File: src/sv/battery_median_alarm_switch_macros.svh
// Assertion macros shared by the battery median alarm switch RTL.
// Included by the modules that carry concurrent assertions; needs i_clk and i_rst_n.
`ifndef BATTERY_MEDIAN_ALARM_SWITCH_MACROS_SVH
`define BATTERY_MEDIAN_ALARM_SWITCH_MACROS_SVH

// Same-cycle implication, checked outside reset.
`define BMAS_ASSERT_NOW(lbl, ante, cons, msg) \
    lbl: assert property (@(posedge i_clk) disable iff (!i_rst_n) (ante) |-> (cons)) \
        else $error(msg);

// Next-cycle implication, checked outside reset.
`define BMAS_ASSERT_NEXT(lbl, ante, cons, msg) \
    lbl: assert property (@(posedge i_clk) disable iff (!i_rst_n) (ante) |=> (cons)) \
        else $error(msg);

`endif

File: src/sv/bmas_pkg.sv
// Package for the battery median alarm switch: types, codes and fixed constants.
// Used by bmas_measure, bmas_switch_ctl and battery_median_alarm_switch.
`default_nettype none

package bmas_pkg;

    localparam int MV_W        = 14;
    localparam int VOLT_W      = 8;
    localparam int LEVEL_W     = 8;
    localparam int ALARM_W     = 3;
    localparam int CMD_W       = 2;
    localparam int ACTION_W    = 2;
    localparam int THR_W       = 8;
    localparam int CFG_IDX_W   = 3;
    localparam int CFG_DATA_W  = 8;
    localparam int IN_TDATA_W  = 16;
    localparam int OUT_TDATA_W = 40;

    typedef logic [MV_W-1:0]     t_mv;
    typedef logic [VOLT_W-1:0]   t_volt;
    typedef logic [LEVEL_W-1:0]  t_level;
    typedef logic [ALARM_W-1:0]  t_alarm;
    typedef logic [CMD_W-1:0]    t_cmd;
    typedef logic [ACTION_W-1:0] t_action;
    typedef logic [THR_W-1:0]    t_thr;
    typedef logic [CFG_IDX_W-1:0] t_cfg_idx;

    localparam t_level LEVEL_FULL = 8'hC8;

    // Division by 100 as a multiply by ceil(2^19 / 100); exact for all 14-bit values.
    localparam int          TENTHS_SHIFT = 19;
    localparam int          TENTHS_MUL_W = 13;
    localparam logic [12:0] TENTHS_MUL   = 13'd5243;

    localparam t_cmd CMD_OFF    = 2'd0;
    localparam t_cmd CMD_ON     = 2'd1;
    localparam t_cmd CMD_TOGGLE = 2'd2;

    localparam t_action ACT_ON_ALARM  = 2'd0;
    localparam t_action ACT_OFF_ALARM = 2'd1;
    localparam t_action ACT_TOGGLE    = 2'd2;
    localparam t_action ACT_NONE      = 2'd3;

    localparam t_cfg_idx REG_ALARM_MASK    = 3'd0;
    localparam t_cfg_idx REG_MIN_THRESHOLD = 3'd1;
    localparam t_cfg_idx REG_THRESHOLD_ONE = 3'd2;
    localparam t_cfg_idx REG_THRESHOLD_TWO = 3'd3;
    localparam t_cfg_idx REG_SWITCH_ACTION = 3'd4;

    typedef struct packed {
        t_alarm  alarm_enable_mask;
        t_thr    min_threshold;
        t_thr    threshold_one;
        t_thr    threshold_two;
        t_action switch_action;
    } t_cfg;

    typedef struct packed {
        t_mv    median_mv;
        t_volt  voltage_tenths;
        t_level level;
    } t_meas;

    typedef struct packed {
        logic   first_pending;
        t_alarm prev_alarm;
        logic   relay_on;
    } t_ctl_state;

    typedef struct packed {
        t_alarm alarm_bits;
        logic   command_valid;
        t_cmd   command;
        logic   relay_on;
    } t_ctl_result;

    // Result item, last field in the lowest bits.
    typedef struct packed {
        logic   relay_on;
        t_cmd   command;
        logic   command_valid;
        t_alarm alarm_bits;
        t_level level;
        t_volt  voltage_tenths;
        t_mv    median_mv;
    } t_result;

    localparam int RESULT_W = $bits(t_result);

endpackage

`default_nettype wire

File: src/sv/battery_median_alarm_switch.sv
// Top level of the battery median alarm switch: handshake, registers and state.
// Depends on bmas_pkg, bmas_measure, bmas_switch_ctl and the assertion macro header.
//
// Usage: each transfer on the slave stream carries one millivolt sample in
// s_axis_tdata[13:0]. Each sample gives exactly one result transfer on the master
// stream with the median of the last three samples, the voltage in tenths, the
// 0 to 200 level, the alarm word, the relay command and the tracked relay state.
// Thresholds and the switch action are written on the configuration port while
// no sample is in flight.
// Path: the sample is held in the input register, and the result is then
// loaded into the result register, which drives o_m_axis_tvalid.
// Throughput: one sample per cycle while tready stays high; the median, divide
// and level multiply all sit in the single logic stage between the two registers.
// Reset: synchronous and active low; it clears the settings and the control
// registers, empties both stages and marks the next sample as the first, which
// fills the history.
// Stall: while the receiver holds tready low the result register keeps its
// item, one more sample can still enter the input register, and after that
// s_axis_tready drops until the result is taken.
`default_nettype none

`include "battery_median_alarm_switch_macros.svh"

module battery_median_alarm_switch #(
    parameter int EMPTY_MV = 2800,
    parameter int FULL_MV  = 3300
) (
    input  var logic                                i_clk,
    input  var logic                                i_rst_n,
    input  var logic                                i_s_axis_tvalid,
    output logic                                    o_s_axis_tready,
    // Bits from the lowest up: sample_mv[13:0], zero fill[15:14].
    input  var logic [bmas_pkg::IN_TDATA_W-1:0]     i_s_axis_tdata,
    output logic                                    o_m_axis_tvalid,
    input  var logic                                i_m_axis_tready,
    // Bits from the lowest up: median_mv[13:0], voltage_tenths[21:14], level[29:22],
    // alarm_bits[32:30], command_valid[33], command[35:34], relay_on[36], zero fill.
    output logic [bmas_pkg::OUT_TDATA_W-1:0]        o_m_axis_tdata,
    input  var logic                                i_cfg_we,
    input  var logic [bmas_pkg::CFG_IDX_W-1:0]      i_cfg_idx,
    input  var logic [bmas_pkg::CFG_DATA_W-1:0]     i_cfg_data
);
    import bmas_pkg::*;

    t_cfg        r_cfg;
    logic        r_in_valid;
    t_mv         r_sample;
    logic        r_out_valid;
    t_result     r_out;
    t_mv         r_hist0;
    t_mv         r_hist1;
    logic        r_first;
    t_alarm      r_prev_alarm;
    logic        r_relay;

    logic        in_accept;
    logic        out_load;
    t_mv         n_hist0;
    t_mv         n_hist1;
    t_mv         n_hist2;
    t_meas       meas;
    t_ctl_state  ctl_state;
    t_ctl_result ctl;
    t_result     n_out;

    assign out_load        = r_in_valid && (!r_out_valid || i_m_axis_tready);
    assign o_s_axis_tready = !r_in_valid || out_load;
    assign in_accept       = i_s_axis_tvalid && o_s_axis_tready;

    // The first sample after reset fills the whole history.
    always_comb begin
        n_hist0 = r_sample;
        n_hist1 = r_first ? r_sample : r_hist0;
        n_hist2 = r_first ? r_sample : r_hist1;
    end

    bmas_measure #(
        .EMPTY_MV (EMPTY_MV),
        .FULL_MV  (FULL_MV)
    ) u_measure (
        .i_a    (n_hist0),
        .i_b    (n_hist1),
        .i_c    (n_hist2),
        .o_meas (meas)
    );

    always_comb begin
        ctl_state.first_pending = r_first;
        ctl_state.prev_alarm    = r_prev_alarm;
        ctl_state.relay_on      = r_relay;
    end

    bmas_switch_ctl u_switch_ctl (
        .i_volt   (meas.voltage_tenths),
        .i_cfg    (r_cfg),
        .i_state  (ctl_state),
        .o_result (ctl)
    );

    always_comb begin
        n_out.median_mv      = meas.median_mv;
        n_out.voltage_tenths = meas.voltage_tenths;
        n_out.level          = meas.level;
        n_out.alarm_bits     = ctl.alarm_bits;
        n_out.command_valid  = ctl.command_valid;
        n_out.command        = ctl.command;
        n_out.relay_on       = ctl.relay_on;
    end

    always_ff @(posedge i_clk) begin
        if (!i_rst_n) begin
            r_cfg <= '0;
        end else if (i_cfg_we) begin
            unique case (i_cfg_idx)
                REG_ALARM_MASK:    r_cfg.alarm_enable_mask <= i_cfg_data[ALARM_W-1:0];
                REG_MIN_THRESHOLD: r_cfg.min_threshold     <= i_cfg_data[THR_W-1:0];
                REG_THRESHOLD_ONE: r_cfg.threshold_one     <= i_cfg_data[THR_W-1:0];
                REG_THRESHOLD_TWO: r_cfg.threshold_two     <= i_cfg_data[THR_W-1:0];
                REG_SWITCH_ACTION: r_cfg.switch_action     <= i_cfg_data[ACTION_W-1:0];
                default: begin
                end
            endcase
        end
    end

    always_ff @(posedge i_clk) begin
        if (!i_rst_n) begin
            r_in_valid   <= 1'b0;
            r_out_valid  <= 1'b0;
            r_first      <= 1'b1;
            r_prev_alarm <= '0;
            r_relay      <= 1'b0;
        end else begin
            if (in_accept) begin
                r_in_valid <= 1'b1;
            end else if (out_load) begin
                r_in_valid <= 1'b0;
            end
            if (out_load) begin
                r_out_valid  <= 1'b1;
                r_first      <= 1'b0;
                r_prev_alarm <= ctl.alarm_bits;
                r_relay      <= ctl.relay_on;
            end else if (i_m_axis_tready) begin
                r_out_valid <= 1'b0;
            end
        end
    end

    always_ff @(posedge i_clk) begin
        if (in_accept) begin
            r_sample <= i_s_axis_tdata[MV_W-1:0];
        end
        if (out_load) begin
            r_out   <= n_out;
            r_hist0 <= n_hist0;
            r_hist1 <= n_hist1;
        end
    end

    assign o_m_axis_tvalid = r_out_valid;
    assign o_m_axis_tdata  = {(OUT_TDATA_W - RESULT_W)'(0), r_out};

    `BMAS_ASSERT_NEXT(a_cmd_flips_relay, out_load && ctl.command_valid,
        r_relay != $past(r_relay), "issued command did not change the relay state")
    `BMAS_ASSERT_NEXT(a_no_cmd_keeps_relay, out_load && !ctl.command_valid,
        $stable(r_relay), "relay state changed without a command")
    `BMAS_ASSERT_NEXT(a_first_cleared, out_load, !r_first,
        "first sample flag still set after a sample was processed")
    `BMAS_ASSERT_NOW(a_idle_cmd_zero, r_out_valid && !r_out.command_valid,
        r_out.command == CMD_OFF, "command field not zero without a command")
    `BMAS_ASSERT_NEXT(a_in_reg_held, r_in_valid && !out_load,
        r_in_valid && $stable(r_sample), "waiting sample was lost or overwritten")

endmodule

`default_nettype wire

File: src/sv/bmas_measure.sv
// Median of three samples, voltage in tenths and the 0 to 200 level.
// Depends on bmas_pkg.
`default_nettype none

module bmas_measure #(
    parameter int EMPTY_MV = 2800,
    parameter int FULL_MV  = 3300
) (
    input  var bmas_pkg::t_mv   i_a,
    input  var bmas_pkg::t_mv   i_b,
    input  var bmas_pkg::t_mv   i_c,
    output bmas_pkg::t_meas     o_meas
);
    import bmas_pkg::*;

    // The level quotient (median - empty) * 200 / span is a single multiply by a
    // rounded-up reciprocal; the shift is large enough that it is always exact.
    localparam int SPAN      = (FULL_MV > EMPTY_MV) ? (FULL_MV - EMPTY_MV) : 1;
    localparam int SPAN_BITS = $clog2(SPAN + 1);
    localparam int LVL_SHIFT = 2 * SPAN_BITS;
    localparam longint unsigned LVL_MUL =
        ((longint'(200) << LVL_SHIFT) + longint'(SPAN) - 1) / longint'(SPAN);
    localparam int LVL_MUL_W = $clog2(LVL_MUL + 1);
    localparam int LVL_PROD_W = MV_W + LVL_MUL_W;
    localparam int TEN_PROD_W = MV_W + TENTHS_MUL_W;

    t_mv                     lo_ab;
    t_mv                     hi_ab;
    t_mv                     med;
    t_mv                     diff;
    logic [TEN_PROD_W-1:0]   ten_prod;
    logic [LVL_PROD_W-1:0]   lvl_prod;
    t_level                  level;

    always_comb begin
        lo_ab = (i_a < i_b) ? i_a : i_b;
        hi_ab = (i_a < i_b) ? i_b : i_a;
        med   = (hi_ab < i_c) ? hi_ab : ((lo_ab > i_c) ? lo_ab : i_c);
    end

    assign ten_prod = TEN_PROD_W'(med) * TEN_PROD_W'(TENTHS_MUL);
    assign diff     = med - MV_W'(EMPTY_MV);
    assign lvl_prod = LVL_PROD_W'(diff) * LVL_PROD_W'(LVL_MUL);

    always_comb begin
        priority if (med <= MV_W'(EMPTY_MV)) begin
            level = '0;
        end else if (med >= MV_W'(FULL_MV)) begin
            level = LEVEL_FULL;
        end else begin
            level = lvl_prod[LVL_SHIFT +: LEVEL_W];
        end
    end

    assign o_meas.median_mv      = med;
    assign o_meas.voltage_tenths = ten_prod[TENTHS_SHIFT +: VOLT_W];
    assign o_meas.level          = level;

endmodule

`default_nettype wire

File: src/sv/bmas_switch_ctl.sv
// Threshold alarms and the relay command decision for one sample.
// Depends on bmas_pkg.
`default_nettype none

module bmas_switch_ctl (
    input  var bmas_pkg::t_volt      i_volt,
    input  var bmas_pkg::t_cfg       i_cfg,
    input  var bmas_pkg::t_ctl_state i_state,
    output bmas_pkg::t_ctl_result    o_result
);
    import bmas_pkg::*;

    t_alarm alarm;
    logic   alarm_any;
    logic   cand_valid;
    t_cmd   cand;
    logic   issue;

    always_comb begin
        alarm[0] = i_cfg.alarm_enable_mask[0] && (i_volt <= i_cfg.min_threshold);
        alarm[1] = i_cfg.alarm_enable_mask[1] && (i_volt <= i_cfg.threshold_one);
        alarm[2] = i_cfg.alarm_enable_mask[2] && (i_volt <= i_cfg.threshold_two);
    end

    assign alarm_any = |alarm;

    always_comb begin
        cand_valid = 1'b0;
        cand       = CMD_OFF;
        unique case (i_cfg.switch_action)
            ACT_ON_ALARM: begin
                cand_valid = 1'b1;
                cand       = alarm_any ? CMD_ON : CMD_OFF;
            end
            ACT_OFF_ALARM: begin
                cand_valid = 1'b1;
                cand       = alarm_any ? CMD_OFF : CMD_ON;
            end
            ACT_TOGGLE: begin
                cand_valid = alarm_any != (|i_state.prev_alarm);
                cand       = CMD_TOGGLE;
            end
            ACT_NONE: begin
                cand_valid = 1'b0;
                cand       = CMD_OFF;
            end
        endcase
    end

    assign issue = !i_state.first_pending && cand_valid
                   && ((cand == CMD_TOGGLE) || (cand[0] != i_state.relay_on));

    always_comb begin
        o_result.alarm_bits    = alarm;
        o_result.command_valid = issue;
        o_result.command       = issue ? cand : CMD_OFF;
        if (!issue) begin
            o_result.relay_on = i_state.relay_on;
        end else if (cand == CMD_TOGGLE) begin
            o_result.relay_on = !i_state.relay_on;
        end else begin
            o_result.relay_on = cand[0];
        end
    end

endmodule

`default_nettype wire
File: config.mk
export PLATFORM = sky130hd
export DESIGN_NAME = battery_median_alarm_switch
export DESIGN_NICKNAME = d
export VERILOG_FILES = /design/src/sv/bmas_pkg.sv /design/src/sv/battery_median_alarm_switch.sv /design/src/sv/bmas_measure.sv /design/src/sv/bmas_switch_ctl.sv
export VERILOG_INCLUDE_DIRS = /design/src /design/src/sv
export SDC_FILE = /design/constraint.sdc
export NUM_CORES = 1
export LEC_CHECK = 0
export BUFFER_PORTS_ARGS = -buffer_cell sky130_fd_sc_hd__buf_4
export CORE_MARGIN = 5
export CORE_UTILIZATION = 50
export DETAILED_ROUTE_END_ITERATION = 6
export PLACE_DENSITY_LB_ADDON = 0.15
export SLEW_MARGIN = 0
export SYNTH_ARGS = -nofsm -noshare
export SYNTH_HDL_FRONTEND = slang
export SYNTH_SLANG_ARGS = --single-unit
File: constraint.sdc
create_clock -name i_clk -period 17.3 [get_ports i_clk]
set_input_delay 1.73 -clock i_clk [delete_from_list [all_inputs] [get_ports i_clk]]
set_output_delay 1.73 -clock i_clk [all_outputs]
set_load 0.05 [all_outputs]
==> impl_results.html <==
<table>
<tr><th>Metric</th><th>Value</th></tr>
<tr><th colspan="2">Status</th></tr>
<tr><td>Result of the run</td><td>finished, final reports clean</td></tr>
<tr><th colspan="2">Yosys</th></tr>
<tr><td>Top-area cell type share of the netlist area</td><td>23.7%</td></tr>
<tr><td>Number of standard cells after synthesis</td><td>1,305</td></tr>
<tr><td>Share of the synthesized area in compound gates (AO/OA/AOI/OAI)</td><td>10.0%</td></tr>
<tr><td>Avg Inst Size Synth</td><td>10.0 sq um</td></tr>
<tr><td>Most area-consuming cells after synthesis</td><td>sky130_fd_sc_hd__ha_1 24%, sky130_fd_sc_hd__edfxtp_1 18%, sky130_fd_sc_hd__fa_1 17%, sky130_fd_sc_hd__inv_1 7.1%, sky130_fd_sc_hd__dfxtp_1 5.5%</td></tr>
<tr><td>Register bit total from synthesis</td><td>115</td></tr>
<tr><td>Simple-gate area share of the yosys netlist</td><td>10.5%</td></tr>
<tr><td>Post-Syn Area</td><td>13,000 sq um</td></tr>
<tr><td>Fraction of registers with async set or reset after synthesis</td><td>0%</td></tr>
<tr><td>Post-synth EDFFs</td><td>79</td></tr>
<tr><td>Sequential fraction of the synthesis area</td><td>23.7%</td></tr>
<tr><td>Share of synthesized area spent on multiplexers</td><td>4.22%</td></tr>
<tr><td>Most used DFF post-synth</td><td>sky130_fd_sc_hd__edfxtp_1</td></tr>
<tr><td>Dominant cell type by area after synthesis</td><td>sky130_fd_sc_hd__ha_1</td></tr>
<tr><td>Adder-cell area share of the yosys netlist</td><td>40.3%</td></tr>
<tr><td>XOR/XNOR Fraction of Synth Area</td><td>2.82%</td></tr>
<tr><td>Yosys warning total</td><td>0</td></tr>
<tr><td>Yosys cell types</td><td>73</td></tr>
<tr><td>Combinational family with the most area after synthesis</td><td>adder cells</td></tr>
<tr><th colspan="2">Critical path</th></tr>
<tr><td>Top delay family on crit path</td><td>compound AO/OA/AOI/OAI gates</td></tr>
<tr><td>Crit path capture type</td><td>register</td></tr>
<tr><td>Launching instance or port of the critical path</td><td>r_first</td></tr>
<tr><td>Critical path class</td><td>register to register</td></tr>
<tr><td>Arrival time reported for the critical path endpoint</td><td>14.25 ns</td></tr>
<tr><td>CP max stage delay</td><td>0.68 ns</td></tr>
<tr><td>Critical register-to-register path startpoint</td><td>r_first</td></tr>
<tr><td>CP max stage cell</td><td>sky130_fd_sc_hd__o221a_1</td></tr>
<tr><td>Worst Path Required</td><td>17.62 ns</td></tr>
<tr><td>Maximum fanout encountered on the critical timing path</td><td>29</td></tr>
<tr><td>Category of the worst setup path launch point</td><td>register</td></tr>
<tr><td>Number of buffer and inverter instances along the worst setup path</td><td>8</td></tr>
<tr><td>Most repeated library cell on the critical path</td><td>sky130_fd_sc_hd__ha_1</td></tr>
<tr><th colspan="2">Drt</th></tr>
<tr><td>Average routed wire per standard cell</td><td>16.3 um</td></tr>
<tr><td>Drt first-iter violations</td><td>419</td></tr>
<tr><td>Total length of routed wires</td><td>27.9 mm</td></tr>
<tr><td>Post-detailed-route count of antenna-violating nets</td><td>0</td></tr>
<tr><td>Count of vias placed by the detailed router</td><td>8,945</td></tr>
<tr><td>Avg Vias per Cell</td><td>5.21</td></tr>
<tr><td>First-pass iteration count of the detailed router</td><td>5</td></tr>
<tr><td>DRC viols</td><td>0</td></tr>
<tr><th colspan="2">Finish</th></tr>
<tr><td>Share of final-layout standard cells stronger than drive strength 1</td><td>11.6%</td></tr>
<tr><td>Layout Utilization</td><td>56.1%</td></tr>
<tr><td># diodes</td><td>0</td></tr>
<tr><td>Post-synthesis to final-layout area growth</td><td>11.5%</td></tr>
<tr><td>Total number of nets in the final design</td><td>1,757</td></tr>
<tr><th colspan="2">Job</th></tr>
<tr><td>Max-cap check violation count</td><td>0</td></tr>
<tr><th colspan="2">STA</th></tr>
<tr><td>Max Fclk</td><td>0.0718 GHz</td></tr>
<tr><td>Worst clock skew on the final layout</td><td>0.0111 ns</td></tr>
<tr><td>Max-slew violation total from the final report</td><td>0</td></tr>
<tr><td>Measured slew at the worst slew-check pin</td><td>0.800 ns</td></tr>
<tr><td>Worst slew margin relative to its limit</td><td>46.7%</td></tr>
<tr><td>Final number of setup-violating endpoints</td><td>0</td></tr>
<tr><td>Hold violation total from the final report</td><td>0</td></tr>
<tr><td>Time the final worst path needs with I/O delays and setup</td><td>13.93 ns</td></tr>
<tr><td>Setup repair after global routing missed its margin</td><td>no</td></tr>
<tr><td>Final worst-path cycle share</td><td>80.5%</td></tr>
<tr><td>Total negative setup slack</td><td>0 ns</td></tr>
<tr><th colspan="2">Floorplanning</th></tr>
<tr><td>Die extent in x</td><td>172 um</td></tr>
<tr><td>Overall die area</td><td>29,400 sq um</td></tr>
<tr><td>Number of top-level design ports</td><td>74</td></tr>
<tr><td>Core Footprint</td><td>25,900 sq um</td></tr>
<tr><td>Number of standard-cell rows in the floorplan</td><td>59</td></tr>
<tr><td>Die extent in y</td><td>172 um</td></tr>
<tr><td>Initial core utilization</td><td>50.4%</td></tr>
<tr><th colspan="2">Clock tree</th></tr>
<tr><td>Worst-Skew Late Latency</td><td>0.42 ns</td></tr>
<tr><td>Clock Root Buffer</td><td>sky130_fd_sc_hd__clkbuf_16</td></tr>
<tr><td>Buffers inserted during post-CTS setup optimization</td><td>0</td></tr>
<tr><td>Hold buffers post-CTS</td><td>0</td></tr>
<tr><td>Clock transition at the registers of the reported paths</td><td>0.06 ns</td></tr>
<tr><td>Worst-case clock buffer depth</td><td>2</td></tr>
<tr><td>Clock tree from TritonCTS</td><td>done</td></tr>
<tr><td>Clock tree sinks</td><td>115</td></tr>
<tr><td>H-tree depth reported by CTS</td><td>4</td></tr>
<tr><td>TritonCTS Buffers</td><td>17</td></tr>
<tr><td>Post-cts repair resize count</td><td>0</td></tr>
<tr><th colspan="2">GRT</th></tr>
<tr><td>Total Routing Usage GR</td><td>20.4%</td></tr>
<tr><td>First-pass GRT wire length</td><td>47.5 mm</td></tr>
<tr><td>Via count of the first global-routing pass</td><td>9,353</td></tr>
<tr><td>Grt total ovfl</td><td>0</td></tr>
<tr><td>Largest net degree at the start of global routing</td><td>51</td></tr>
<tr><td>Antenna violations before repair</td><td>1</td></tr>
<tr><th colspan="2">Hold path</th></tr>
<tr><td>Hold Path Origin</td><td>r_cfg[8]</td></tr>
<tr><td>Type of the most critical hold path</td><td>register to register</td></tr>
<tr><th colspan="2">Placement</th></tr>
<tr><td>Post-DP HPWL</td><td>22.5 mm</td></tr>
<tr><td>Routability-driven placement congestion ratio</td><td>0.861</td></tr>
<tr><td>Number of input and output port buffers inserted</td><td>68</td></tr>
</table>
==> final timing paths <==
path	to	cells past startpoint	slack, ns
worst max register to register	r_relay	54	3.37
worst min register to register	r_cfg[8]	2	0.46
worst min-delay path	r_cfg[8]	2	0.46
worst max-delay path	r_relay	54	3.37
==> final cells by class <==
| type | count | area, sq um |
|---|---|---|
| fillers | 2283 | 11400 |
| multi-input cells | 912 | 8870 |
| flip-flops and latches | 115 | 3090 |
| inverters | 249 | 937 |
| repair buffers | 75 | 563 |
| clock buffers | 18 | 439 |
| well taps | 335 | 419 |
| clock inverters | 14 | 223 |
==> cells in the mapped netlist, types with 4 or more instances <==
cell	count
sky130_fd_sc_hd__ha_1	247
sky130_fd_sc_hd__inv_1	246
sky130_fd_sc_hd__nand2_1	112
sky130_fd_sc_hd__fa_1	108
sky130_fd_sc_hd__edfxtp_1	79
sky130_fd_sc_hd__nor2_1	45
sky130_fd_sc_hd__a21oi_1	42
sky130_fd_sc_hd__o21ai_0	38
sky130_fd_sc_hd__mux2i_1	37
sky130_fd_sc_hd__dfxtp_1	36
sky130_fd_sc_hd__xnor2_1	31
sky130_fd_sc_hd__a21boi_0	30
sky130_fd_sc_hd__nor2b_1	17
sky130_fd_sc_hd__nand4_1	16
sky130_fd_sc_hd__clkbuf_1	15
sky130_fd_sc_hd__nor3_1	15
sky130_fd_sc_hd__a21o_1	14
sky130_fd_sc_hd__mux2_2	14
sky130_fd_sc_hd__nand3_1	12
sky130_fd_sc_hd__xor2_1	11
sky130_fd_sc_hd__o21a_1	9
sky130_fd_sc_hd__or2_2	9
sky130_fd_sc_hd__o211ai_1	8
sky130_fd_sc_hd__a211oi_1	7
sky130_fd_sc_hd__nand2b_1	7
sky130_fd_sc_hd__and2_1	6
sky130_fd_sc_hd__and3_1	6
sky130_fd_sc_hd__nor4b_2	6
sky130_fd_sc_hd__o221a_2	6
sky130_fd_sc_hd__buf_2	5
sky130_fd_sc_hd__buf_4	5
sky130_fd_sc_hd__or3_1	5
sky130_fd_sc_hd__a31oi_1	4
sky130_fd_sc_hd__buf_1	4
sky130_fd_sc_hd__nor4_1	4
==> metal layers <==
metal,up-vias,GRT usage (%),share of wire [%]
met5,-,0,0.072
met1,4250,27.9,48
met4,2,5.13,2.0
li1,4526,-,-
met3,36,4.11,3.5
met2,131,33.4,47
==> cells by family after synthesis <==
group / count (synthesis)
adder cells (fa/ha/maj): 356
flip-flops: 115
AO/OA/AOI/OAI: 187
other: 1
multiplexers: 52
buffers and inverters: 280
AND/OR/NAND/NOR: 272
XOR/XNOR: 42
==> cell usage in the layout, fill, tap and decap left out, types with 35 or more instances in the layout <==
cell type,n
sky130_fd_sc_hd__ha_1,247
sky130_fd_sc_hd__inv_1,245
sky130_fd_sc_hd__nand2_1,112
sky130_fd_sc_hd__fa_1,108
sky130_fd_sc_hd__edfxtp_1,79
sky130_fd_sc_hd__buf_4,75
sky130_fd_sc_hd__nor2_1,45
sky130_fd_sc_hd__a21oi_1,42
sky130_fd_sc_hd__o21ai_0,37
sky130_fd_sc_hd__mux2i_1,37
sky130_fd_sc_hd__dfxtp_1,35
==> tightest hold or removal path, stage by stage (launching register included) <==
cell and delay [ns]:
sky130_fd_sc_hd__dfxtp_1 0.31, sky130_fd_sc_hd__nand2_1 0.05, sky130_fd_sc_hd__a21boi_0 0.06
==> state kept, by name, indices dropped and copies added (netlist names) <==
name / count
r_hist1: 14
r_hist0: 14
r_cfg: 29
o_m_axis_tdata: 37
r_prev_alarm: 3
n_hist0: 14
r_in_valid: 1
r_first: 1
o_m_axis_tvalid: 1
r_relay: 1
==> metrics by stage <==
step	area [sq um]	setup WS [ns]	cells	hold WS [ns]
2_1_floorplan	13100	5.19	1307	0.443
3_3_place_gp	13900	3.49	1686	0.451
3_5_place_dp	13900	3.38	1686	0.458
4_1_cts	14500	3.30	1718	0.466
5_1_grt	14500	2.36	1718	0.475
6_report	14500	3.37	1718	0.463
Power is not shown: default switching activity piles up to over one toggle a cycle in this logic, so the estimate is an artifact.
